$ cat config.mk
export PLATFORM = sky130hd
export DESIGN_NAME = sliding_window_maximum_top_flat
export DESIGN_NICKNAME = d
export VERILOG_FILES = /design/src/rtl/swm_pkg.sv /design/src/rtl/swm_in_if.sv /design/src/rtl/swm_out_if.sv /design/src/rtl/swm_cell.sv /design/src/rtl/swm_ctrl.sv /design/src/rtl/sliding_window_maximum_top.sv /design/src/flat_wrapper.sv
export VERILOG_INCLUDE_DIRS = /design/src /design/src/rtl
export SDC_FILE = /design/constraint.sdc
export NUM_CORES = 2
export LEC_CHECK = 0
export BUFFER_PORTS_ARGS = -buffer_cell sky130_fd_sc_hd__buf_2
export CORE_ASPECT_RATIO = 1.5
export CORE_MARGIN = 5
export CORE_UTILIZATION = 55
export CTS_CLUSTER_SIZE = 12
export DETAILED_ROUTE_END_ITERATION = 8
export HOLD_SLACK_MARGIN = 0.08
export PLACE_DENSITY = 0.67
export SYNTH_ARGS = -nofsm -noshare
export SYNTH_HDL_FRONTEND = slang
export SYNTH_SLANG_ARGS = --single-unit
export TNS_END_PERCENT = 5
$ cat constraint.sdc
create_clock -name clk -period 30.2 [get_ports clk]
set_input_delay 3.02 -clock clk [delete_from_list [all_inputs] [get_ports clk]]
set_output_delay 3.02 -clock clk [all_outputs]
set_load 0.02 [all_outputs]
$ cat src/rtl/sliding_window_maximum_top_defines.svh
// Assertion macros for the sliding window maximum block.
// Included by the modules that check their own control logic.
`ifndef SLIDING_WINDOW_MAXIMUM_TOP_DEFINES_SVH
`define SLIDING_WINDOW_MAXIMUM_TOP_DEFINES_SVH

// Same-cycle implication, disabled during reset.
`define SWM_ASSERT_IMP(label, clk, rst_n, ante, cons) \
  label: assert property (@(posedge clk) disable iff (!rst_n) (ante) |-> (cons)) \
    else $error("swm assertion failed");

// Next-cycle implication, disabled during reset.
`define SWM_ASSERT_NXT(label, clk, rst_n, ante, cons) \
  label: assert property (@(posedge clk) disable iff (!rst_n) (ante) |=> (cons)) \
    else $error("swm assertion failed");

`endif

$ cat src/rtl/swm_pkg.sv
// Shared types and constants for the sliding window maximum block.
// No dependencies; used by every other file of the block but the assertion header.
package swm_pkg;

  localparam int SAMPLE_W       = 32;
  localparam int LEN_W          = 5;
  localparam int WINDOW_MAX_DEF = 16;

  localparam logic signed [SAMPLE_W-1:0] SAMPLE_MIN = {1'b1, {(SAMPLE_W-1){1'b0}}};

  typedef enum logic [1:0] {
    ST_IDLE,
    ST_SCAN,
    ST_OUT
  } swm_state_t;

  typedef struct packed {
    logic             shift;
    logic             load;
    logic [LEN_W-1:0] len;
  } swm_ctl_t;

endpackage

$ cat src/rtl/swm_in_if.sv
// Input sample channel: valid/ready handshake with sample and end-of-array mark.
// Depends on swm_pkg for the sample width.
interface swm_in_if;
  logic                                 valid;
  logic                                 ready;
  logic signed [swm_pkg::SAMPLE_W-1:0]  sample;
  logic                                 last_sample;

  modport source (output valid, sample, last_sample, input ready);
  modport sink   (input valid, sample, last_sample, output ready);
endinterface

$ cat src/rtl/swm_out_if.sv
// Result channel: valid/ready handshake with window maximum and end-of-array mark.
// Depends on swm_pkg for the sample width.
interface swm_out_if;
  logic                                 valid;
  logic                                 ready;
  logic signed [swm_pkg::SAMPLE_W-1:0]  window_max;
  logic                                 last_result;

  modport source (output valid, window_max, last_result, input ready);
  modport sink   (input valid, window_max, last_result, output ready);
endinterface

$ cat src/rtl/swm_cell.sv
// One window cell: holds one stored sample and folds it into the passing maximum.
// Depends on swm_pkg.
module swm_cell (
  input  logic                                clk,
  input  logic                                shift,
  input  logic                                include_en,
  input  logic signed [swm_pkg::SAMPLE_W-1:0] sample_in,
  input  logic signed [swm_pkg::SAMPLE_W-1:0] cand_in,
  output logic signed [swm_pkg::SAMPLE_W-1:0] sample_out,
  output logic signed [swm_pkg::SAMPLE_W-1:0] cand_out
);

  logic signed [swm_pkg::SAMPLE_W-1:0] sample_r;
  logic signed [swm_pkg::SAMPLE_W-1:0] cand_r;
  logic signed [swm_pkg::SAMPLE_W-1:0] cand_nxt;

  always_comb begin
    cand_nxt = cand_in;
    if (include_en && (sample_r > cand_in)) begin
      cand_nxt = sample_r;
    end
  end

  always_ff @(posedge clk) begin
    if (shift) begin
      sample_r <= sample_in;
    end
    cand_r <= cand_nxt;
  end

  assign sample_out = sample_r;
  assign cand_out   = cand_r;

endmodule

$ cat src/rtl/swm_ctrl.sv
// Control for the sliding window maximum: window length register, fill count,
// scan sequencer and handshakes. Depends on swm_pkg and the assertion header.
`include "sliding_window_maximum_top_defines.svh"

module swm_ctrl #(
  parameter int WINDOW_MAX = swm_pkg::WINDOW_MAX_DEF
) (
  input  logic                       clk,
  input  logic                       rst_n,
  input  logic                       cfg_we,
  input  logic [swm_pkg::LEN_W-1:0]  cfg_wdata,
  input  logic                       in_valid,
  input  logic                       in_last,
  output logic                       in_ready,
  output logic                       out_valid,
  input  logic                       out_ready,
  output logic                       out_last,
  output swm_pkg::swm_ctl_t          ctl
);

  localparam int FILL_W  = $clog2(WINDOW_MAX + 1);
  localparam int CNT_W   = (WINDOW_MAX > 1) ? $clog2(WINDOW_MAX) : 1;
  localparam int LEN_CAP = (WINDOW_MAX < 31) ? WINDOW_MAX : 31;

  swm_pkg::swm_state_t         state_r, state_nxt;
  logic [swm_pkg::LEN_W-1:0]   win_len_r;
  logic [swm_pkg::LEN_W-1:0]   eff_len;
  logic [FILL_W-1:0]           fill_r, fill_nxt, fill_inc;
  logic [CNT_W-1:0]            cnt_r, cnt_nxt;
  logic                        last_r;
  logic                        out_valid_r, out_valid_nxt;
  logic                        out_last_r;
  logic                        out_free;
  logic                        load;
  logic                        accept;
  logic                        emit;
  logic                        scan_done;

  always_comb begin
    eff_len = win_len_r;
    if (win_len_r == '0) begin
      eff_len = swm_pkg::LEN_W'(1);
    end else if (32'(win_len_r) > LEN_CAP) begin
      eff_len = swm_pkg::LEN_W'(LEN_CAP);
    end
  end

  assign fill_inc  = (32'(fill_r) == WINDOW_MAX) ? fill_r : fill_r + FILL_W'(1);
  assign emit      = 32'(fill_inc) >= 32'(eff_len);
  assign scan_done = cnt_r == CNT_W'(WINDOW_MAX - 1);
  assign out_free  = !out_valid_r || out_ready;

  always_comb begin
    state_nxt = state_r;
    case (state_r)
      swm_pkg::ST_IDLE: begin
        if (in_valid && emit) begin
          state_nxt = swm_pkg::ST_SCAN;
        end
      end
      swm_pkg::ST_SCAN: begin
        if (scan_done) begin
          state_nxt = swm_pkg::ST_OUT;
        end
      end
      swm_pkg::ST_OUT: begin
        if (out_free) begin
          state_nxt = swm_pkg::ST_IDLE;
        end
      end
      default: state_nxt = swm_pkg::ST_IDLE;
    endcase
  end

  always_comb begin
    in_ready = 1'b0;
    load     = 1'b0;
    case (state_r)
      swm_pkg::ST_IDLE: in_ready = 1'b1;
      swm_pkg::ST_SCAN: in_ready = 1'b0;
      swm_pkg::ST_OUT:  load     = out_free;
      default:          in_ready = 1'b0;
    endcase
  end

  assign accept = in_valid && in_ready;

  always_comb begin
    fill_nxt = fill_r;
    if (accept) begin
      fill_nxt = in_last ? '0 : fill_inc;
    end
    cnt_nxt = '0;
    if (state_r == swm_pkg::ST_SCAN) begin
      cnt_nxt = cnt_r + CNT_W'(1);
    end
    out_valid_nxt = out_valid_r;
    if (load) begin
      out_valid_nxt = 1'b1;
    end else if (out_ready) begin
      out_valid_nxt = 1'b0;
    end
  end

  always_ff @(posedge clk) begin
    if (!rst_n) begin
      state_r     <= swm_pkg::ST_IDLE;
      win_len_r   <= swm_pkg::LEN_W'(1);
      fill_r      <= '0;
      cnt_r       <= '0;
      out_valid_r <= 1'b0;
    end else begin
      state_r     <= state_nxt;
      fill_r      <= fill_nxt;
      cnt_r       <= cnt_nxt;
      out_valid_r <= out_valid_nxt;
      if (cfg_we) begin
        win_len_r <= cfg_wdata;
      end
    end
  end

  always_ff @(posedge clk) begin
    if (accept) begin
      last_r <= in_last;
    end
    if (load) begin
      out_last_r <= last_r;
    end
  end

  assign out_valid = out_valid_r;
  assign out_last  = out_last_r;
  assign ctl.shift = accept;
  assign ctl.load  = load;
  assign ctl.len   = eff_len;

  `SWM_ASSERT_NXT(a_no_result_stays_idle, clk, rst_n, accept && !emit, state_r == swm_pkg::ST_IDLE)
  `SWM_ASSERT_NXT(a_scan_holds, clk, rst_n, state_r == swm_pkg::ST_SCAN && !scan_done, state_r == swm_pkg::ST_SCAN)
  `SWM_ASSERT_NXT(a_last_clears_fill, clk, rst_n, accept && in_last, fill_r == '0)
  `SWM_ASSERT_IMP(a_result_after_scan, clk, rst_n, $rose(out_valid), $past(state_r) == swm_pkg::ST_OUT)

endmodule

$ cat src/rtl/sliding_window_maximum_top.sv
// Sliding window maximum: one signed sample per transfer in, the maximum of the
// last window_len samples out. Use: drive in_ch (sample, last_sample) and take
// results from out_ch (window_max, last_result), both valid/ready; a transfer
// happens when valid and ready are high at a rising clk edge. cfg_we/cfg_wdata
// write window_len (0 acts as 1, values above WINDOW_MAX saturate); write only
// while idle. A sample that does not complete a window gives no result. A
// sample that does raises out_ch valid after its transfer: the running maximum
// walks the chain of WINDOW_MAX cells, one cell per cycle, and then loads the
// output register. The next sample is taken only after that load. The output
// register holds a result while the receiver stalls; a newer result waits in
// the chain until the held one transfers, and the input stalls meanwhile. A
// sample with last_sample set marks its result and empties the window; an
// array shorter than the window gives no result. Synchronous active-low reset
// sets window_len to 1, empties the window and drops any pending result.
// Depends on swm_pkg, swm_in_if, swm_out_if, swm_cell and swm_ctrl.
module sliding_window_maximum_top #(
  parameter int WINDOW_MAX = swm_pkg::WINDOW_MAX_DEF
) (
  input  logic                      clk,
  input  logic                      rst_n,
  input  logic                      cfg_we,
  input  logic [swm_pkg::LEN_W-1:0] cfg_wdata,
  swm_in_if.sink                    in_ch,
  swm_out_if.source                 out_ch
);

  swm_pkg::swm_ctl_t                   ctl;
  logic signed [swm_pkg::SAMPLE_W-1:0] samp [WINDOW_MAX];
  logic signed [swm_pkg::SAMPLE_W-1:0] cand [WINDOW_MAX];
  logic signed [swm_pkg::SAMPLE_W-1:0] max_r;

  swm_ctrl #(
    .WINDOW_MAX (WINDOW_MAX)
  ) u_ctrl (
    .clk       (clk),
    .rst_n     (rst_n),
    .cfg_we    (cfg_we),
    .cfg_wdata (cfg_wdata),
    .in_valid  (in_ch.valid),
    .in_last   (in_ch.last_sample),
    .in_ready  (in_ch.ready),
    .out_valid (out_ch.valid),
    .out_ready (out_ch.ready),
    .out_last  (out_ch.last_result),
    .ctl       (ctl)
  );

  for (genvar i = 0; i < WINDOW_MAX; i++) begin : g_cell
    logic signed [swm_pkg::SAMPLE_W-1:0] sample_in;
    logic signed [swm_pkg::SAMPLE_W-1:0] cand_in;

    if (i == 0) begin : g_head
      assign sample_in = in_ch.sample;
      assign cand_in   = swm_pkg::SAMPLE_MIN;
    end else begin : g_body
      assign sample_in = samp[i-1];
      assign cand_in   = cand[i-1];
    end

    swm_cell u_cell (
      .clk        (clk),
      .shift      (ctl.shift),
      .include_en (32'(i) < 32'(ctl.len)),
      .sample_in  (sample_in),
      .cand_in    (cand_in),
      .sample_out (samp[i]),
      .cand_out   (cand[i])
    );
  end

  always_ff @(posedge clk) begin
    if (ctl.load) begin
      max_r <= cand[WINDOW_MAX-1];
    end
  end

  assign out_ch.window_max = max_r;

endmodule
$ cat src/flat_wrapper.sv
// flat-port wrapper written by rule: the top's interface ports become plain ports
module sliding_window_maximum_top_flat 
#(
  parameter int WINDOW_MAX = swm_pkg::WINDOW_MAX_DEF
)
  (clk, rst_n, cfg_we, cfg_wdata, in_ch_valid, in_ch_sample, in_ch_last_sample, in_ch_ready, out_ch_valid, out_ch_window_max, out_ch_last_result, out_ch_ready);
  swm_in_if in_ch_i ();
  swm_out_if out_ch_i ();
  input  logic clk;
  input  logic rst_n;
  input  logic cfg_we;
  input  logic [swm_pkg::LEN_W-1:0] cfg_wdata;
  input wire logic [$bits(in_ch_i.valid)-1:0] in_ch_valid;
  input wire logic [$bits(in_ch_i.sample)-1:0] in_ch_sample;
  input wire logic [$bits(in_ch_i.last_sample)-1:0] in_ch_last_sample;
  output wire logic [$bits(in_ch_i.ready)-1:0] in_ch_ready;
  output wire logic [$bits(out_ch_i.valid)-1:0] out_ch_valid;
  output wire logic [$bits(out_ch_i.window_max)-1:0] out_ch_window_max;
  output wire logic [$bits(out_ch_i.last_result)-1:0] out_ch_last_result;
  input wire logic [$bits(out_ch_i.ready)-1:0] out_ch_ready;
  assign in_ch_i.valid = in_ch_valid;
  assign in_ch_i.sample = in_ch_sample;
  assign in_ch_i.last_sample = in_ch_last_sample;
  assign in_ch_ready = in_ch_i.ready;
  assign out_ch_valid = out_ch_i.valid;
  assign out_ch_window_max = out_ch_i.window_max;
  assign out_ch_last_result = out_ch_i.last_result;
  assign out_ch_i.ready = out_ch_ready;
  sliding_window_maximum_top #(.WINDOW_MAX(WINDOW_MAX)) u_core (.clk(clk), .rst_n(rst_n), .cfg_we(cfg_we), .cfg_wdata(cfg_wdata), .in_ch(in_ch_i), .out_ch(out_ch_i));
endmodule
# Word-level counts from Yosys, hierarchy flattened
# Cells that the tools add are included.
[classes]
addsub = 2
order_cmp = 34
n_eq_ne = 7
muxes = 27
reduce_logical = 25
[ops]
columns = ["cell", "n"]
rows = [
  ["$gt A32 B32 Y1", 15],
  ["$mux W32", 15],
  ["$lt A4 B5 Y1 const A", 8],
  ["$gt A32 B32 Y1 const B", 1],
  ["$lt A3 B5 Y1 const A", 4],
  ["$mux W5", 4],
  ["$logic_and A1 B1 Y1", 18],
  ["$lt A1 B5 Y1 const A", 2],
  ["$lt A2 B5 Y1 const A", 2],
  ["$mux W2", 3],
  ["$ne A2 B2 Y1 const B", 3],
  ["$pmux W2 S3", 1],
  ["$add A5 B1 Y5 const B", 1],
  ["$eq A5 B5 Y1 const B", 1],
  ["$ge A5 B5 Y1", 1],
  ["$gt A5 B5 Y1 const B", 1],
  ["$logic_not A5 Y1", 1],
  ["$add A4 B1 Y4 const B", 1],
  ["$eq A4 B4 Y1 const B", 1],
  ["$mux W1", 4],
  ["$reduce_and A3 Y1", 1],
  ["$eq A2 B1 Y1 const B", 1],
  ["$eq A2 B2 Y1 const B", 1],
  ["$logic_not A2 Y1", 1],
  ["4 further kinds", 4],
]
[word_totals]
register_bits = 1075
in_bits = 43
output_inout_bits = 35

# Longest topological paths before layout
[logic_depth]
ltp_word = 7
depth_mapped = 13
ltp_nobuf = 13

# Modules after synthesis
# From an unflattened synthesis, not the netlist that was laid out.
[unflattened]
hier_cells = 7820
area_unflattened_um2 = 68286.7
[modules_own_cells]
columns = ["module", "n_inst", "cells_each", "area_each_um2", "seq_area_each_um2"]
rows = [
  ["swm_cell", 16, 478, 4134.0, 1601.5],
  ["sliding_window_maximum_top", 1, 61, 1128.6, 960.9],
  ["swm_ctrl", 1, 111, 1014.7, 400.4],
]

# Least setup slack after synthesis
# OpenSTA, ideal clock, no wires.
[synth_timing]
path_kind = "input to register"
start = "input port in_ch_valid"
end = "register u_core.g_cell[0].u_cell.sample_r, in the netlist u_core.g_cell[0].u_cell.sample_out[0] (enable)"
arrival_time_ps = 13060
required_ps = 29341
slack_ps = 16281
cell_stages = 2
n_path_buf = 0
path_cell_list = "nand2_1 -> inv_1"
[synth_via]
elab_chain_len = 1
[synth_rtl]
columns = ["item", "line_no", "source"]
rows = [
  ["start: declaration", "flat_wrapper.sv:13", "input wire logic [$bits(in_ch_i.valid)-1:0] in_ch_valid;"],
  ["$logic_and A1 B1 Y1", "swm_ctrl.sv:86", "assign accept = in_valid && in_ready;"],
  ["named net u_core.g_cell[0].u_cell.shift", "swm_cell.sv:5", "input logic shift,"],
  ["end signal: assignment", "swm_cell.sv:26", "sample_r <= sample_in;"],
  ["end: declaration", "swm_cell.sv:13", "logic signed [swm_pkg::SAMPLE_W-1:0] sample_r;"],
]
# The timed path passes the listed nets, and every way through them passes these cells.
# A chain may end at the register's enable or synchronous reset.

# Worst setup path in the final report
[layout_timing]
start = "input port in_ch_valid"
end = "register u_core.g_cell[4].u_cell.sample_r, in the netlist u_core.g_cell[4].u_cell.sample_out[24] (enable)"
[layout_via]
elab_chain_len = 1
[layout_rtl]
columns = ["item", "line_no"]
rows = [
  ["$logic_and A1 B1 Y1", "swm_ctrl.sv:86"],
  ["named net u_core.g_cell[0].u_cell.shift", "swm_cell.sv:5"],
  ["end signal: assignment", "swm_cell.sv:26"],
  ["end: declaration", "swm_cell.sv:13"],
]
# The timed path passes the listed nets, and every way through them passes these cells.

==> results.toml <==
[sta]
max_slew_margin_pct = 19.3
finalMaxSlewViolations = 0
fin_crit_sh_pct = 19.2
max_freq_ghz = 0.172
fin_worst_skew_ps = 20.7
worstMarginPinSlew_ps = 1210
grt_setup_unrepaired = "false"
period_minus_slack_ps = 5800
setup_violations = 0
setup_tns_ps = 0
hold_viol_final = 0

[critical_path]
end_kind = "flip-flop"
cp-start-kind = "input port"
cp.required_ps = 30470
worstSetupPathType = "in -> reg"
reg2reg_depth = 5
arrival_ps = 6070
cp_max_fo = 104

[global_route]
grt_pass1_vias = 25500
grt_overflow = 0
grt_max_degree = 177
grt_usage_pct = 15.4
antenna_found_initial = 0
grt_pass1_wl_microns = 118000

[logic_synthesis]
yosys_register_bits = 1075
yosysTopAreaCell = "edfxtp_1"
ys_warn_count = 0
synth_area_sq_um = 48000
synth_ff_type = "edfxtp_1"
yosys.area.top_type_share_pct = 34.1
synth.top_cells.by_count = "546 x edfxtp_1, 529 x dfxtp_1, 488 x ha_1"
postSynthAreaPerCell_sq_um = 13.7
synth_async_sr_flop_share_pct = 0
seq_area_frac_synth_pct = 56.2
synthDistinctLibCells = 54
syn_nets = 4038
syn_inst = 3507
synth_edf_count = 546
synth_area_leaders = "edfxtp_1 34%, dfxtp_1 22%, ha_1 13%"
synth_most_common_cell = "edfxtp_1"

[clock_network]
ctsHtreeMaxLevel = 3
root_buffer = "clkbuf_16"
clockBufferDepth = 3
numCtsBuffers = 104
post_cts_buffers = 0
clkTransAtPathRegs_ps = 60
holdBufCountCts = 0
cts_sinks = 1075
cts_tree = "yes"
clk_latency_ps = 660
cts_resized = 0

[power]
ir_worst_vdd_mv = 0.0584
p_int_mw = 3.48
swShare_pct = 28.3
p_leak_nw = 23.6
combPwrFrac_pct = 31.0
power_frac_seq_pct = 44.2
p_per_area_nw_per_um2 = 93.2
pwr-share-clk_pct = 24.8
p_switching_mw = 1.38

[placed_design]
dp_hpwl_microns = 52400
gp_congestion = 0.796
io_buffers = 77

[die]
die_w_microns = 251
core_area_sq_um = 86500
floorplan.initialDensity_pct = 55.5
io_pins = 78
rows = 132
dieArea_sq_um = 93500
die_h_microns = 372

[final_layout]
drive_above_1_share_pct = 20.0
syn2layout_area_growth_pct = 8.50
nets = 4141
fin_util_pct = 60.2
diodes = 0

[job]
maxCapViolations = 0

[detailed_routing]
ant_nets = 0
vias_per_cell = 5.13
wl_per_cell_microns = 14.9
wl_microns = 72100
first_iter_violations = 744
drt_first_pass_iters = 5
via_count = 24800
remaining_drc_errors = 0

[run_status]
status = "finished, final reports clean"

[hold_path]
worstHoldPathType = "reg -> reg"
whs_path_depth = 0
critical path: stages:
cell and delay, ps:
buf_2 80, nand2_1 230, inv_8 610, buf_4 950
buf_4 910
power by group through the flow:
stage	Clock [mW]	Sequential [mW]	Combinational [mW]
finish	1.21	2.15	1.50
detailed placement	0	2.18	1.54
floorplan	0	2.15	1.30
global placement	0	2.16	1.49
global route	1.31	2.20	1.70
CTS	1.25	2.15	1.55
logic make-up (layout without fill, tap and decap cells):
group	after synthesis	in the layout	share of synthesized area, %
flops	1075	1075	56.2
buf+inv	571	755	5.80
fa+ha+maj	488	488	12.7
mux	485	485	14.4
simple gates	467	467	5.16
compound gates	416	416	5.64
xor+xnor	5	5	0.0912
routing by layer:
layer	part of all wire (%)	up-vias	routed length, microns	global-route usage (%)
met5	0	-	0	0
met4	3.4	0	2420	5.93
met3	3.3	150	2350	2.30
met2	61	284	43700	33.9
met1	33	11700	23600	13.3
li1	-	12600	-	-
final timing paths:
kind	slack, ps	to	start
hold reg to reg	360	u_core.g_cell[0].u_cell.cand_out[3]	u_core.g_cell[0].u_cell.sample_out[3]
setup reg to reg	26320	u_core.g_cell[4].u_cell.sample_out[24]	u_core.u_ctrl.state_r[1]
setup / recovery	24400	u_core.g_cell[4].u_cell.sample_out[24]	in_ch_valid
hold / removal	360	u_core.g_cell[0].u_cell.cand_out[3]	u_core.g_cell[0].u_cell.sample_out[3]
state kept, by name (all words and copies together), names as in the netlist:
register	cells
u_core.u_ctrl.out_valid	1
u_core.u_ctrl.out_last	1
u_core.u_ctrl.win_len_r	5
u_core.u_ctrl.fill_r	5
u_core.g_cell.u_cell.sample_out	512
u_core.out_ch.window_max	32
u_core.g_cell.u_cell.cand_out	512
u_core.u_ctrl.state_r	2
u_core.u_ctrl.last_r	1
u_core.u_ctrl.cnt_r	4
area by class of cell:
cell class	count	area, sq um
clock buffer	176	3040
clock inverter	11	118
fill	6716	34400
inverter	486	1830
multi-input combinational	1861	18300
sequential	1075	27000
tap	1139	1430
timing repair buffer	82	435
metrics by stage:
step | cell area [sq um] | power [mW] | cells | hold WS (ps) | setup WS (ps)
finish | 52100 | 4.86 | 4830 | 364 | 24400
global route | 52100 | 5.21 | 4830 | 384 | 24210
CTS | 52100 | 4.94 | 4830 | 367 | 24420
detailed placement | 49000 | 3.72 | 4643 | 354 | 23700
global placement | 49000 | 3.65 | 4643 | 345 | 23740
floorplan | 48000 | 3.46 | 3507 | 386 | 16280
cells in the final DEF (no fill, tap or decap), types with 13 or more instances in the layout:
cell type and n:
ha_1 488, nand4_1 64, o21ai_0 64, or3_1 14, o211a_1 15, nand2b_1 19, a221oi_2 13, inv_1 485
nor3b_1 14, a211oi_1 16, a21oi_1 177, buf_2 77, nor2_1 73, nand2_1 171, mux2_2 59, nand3_1 35
o211ai_1 15, edfxtp_1 546, mux2_1 31, o21ai_1 27, nor4_2 21, clkbuf_16 108, a22oi_1 18, clkbuf_1 60
dfxtp_1 529, nor2b_1 24, mux2_4 390, a31oi_1 17
Power figures use the tool's default switching activity.
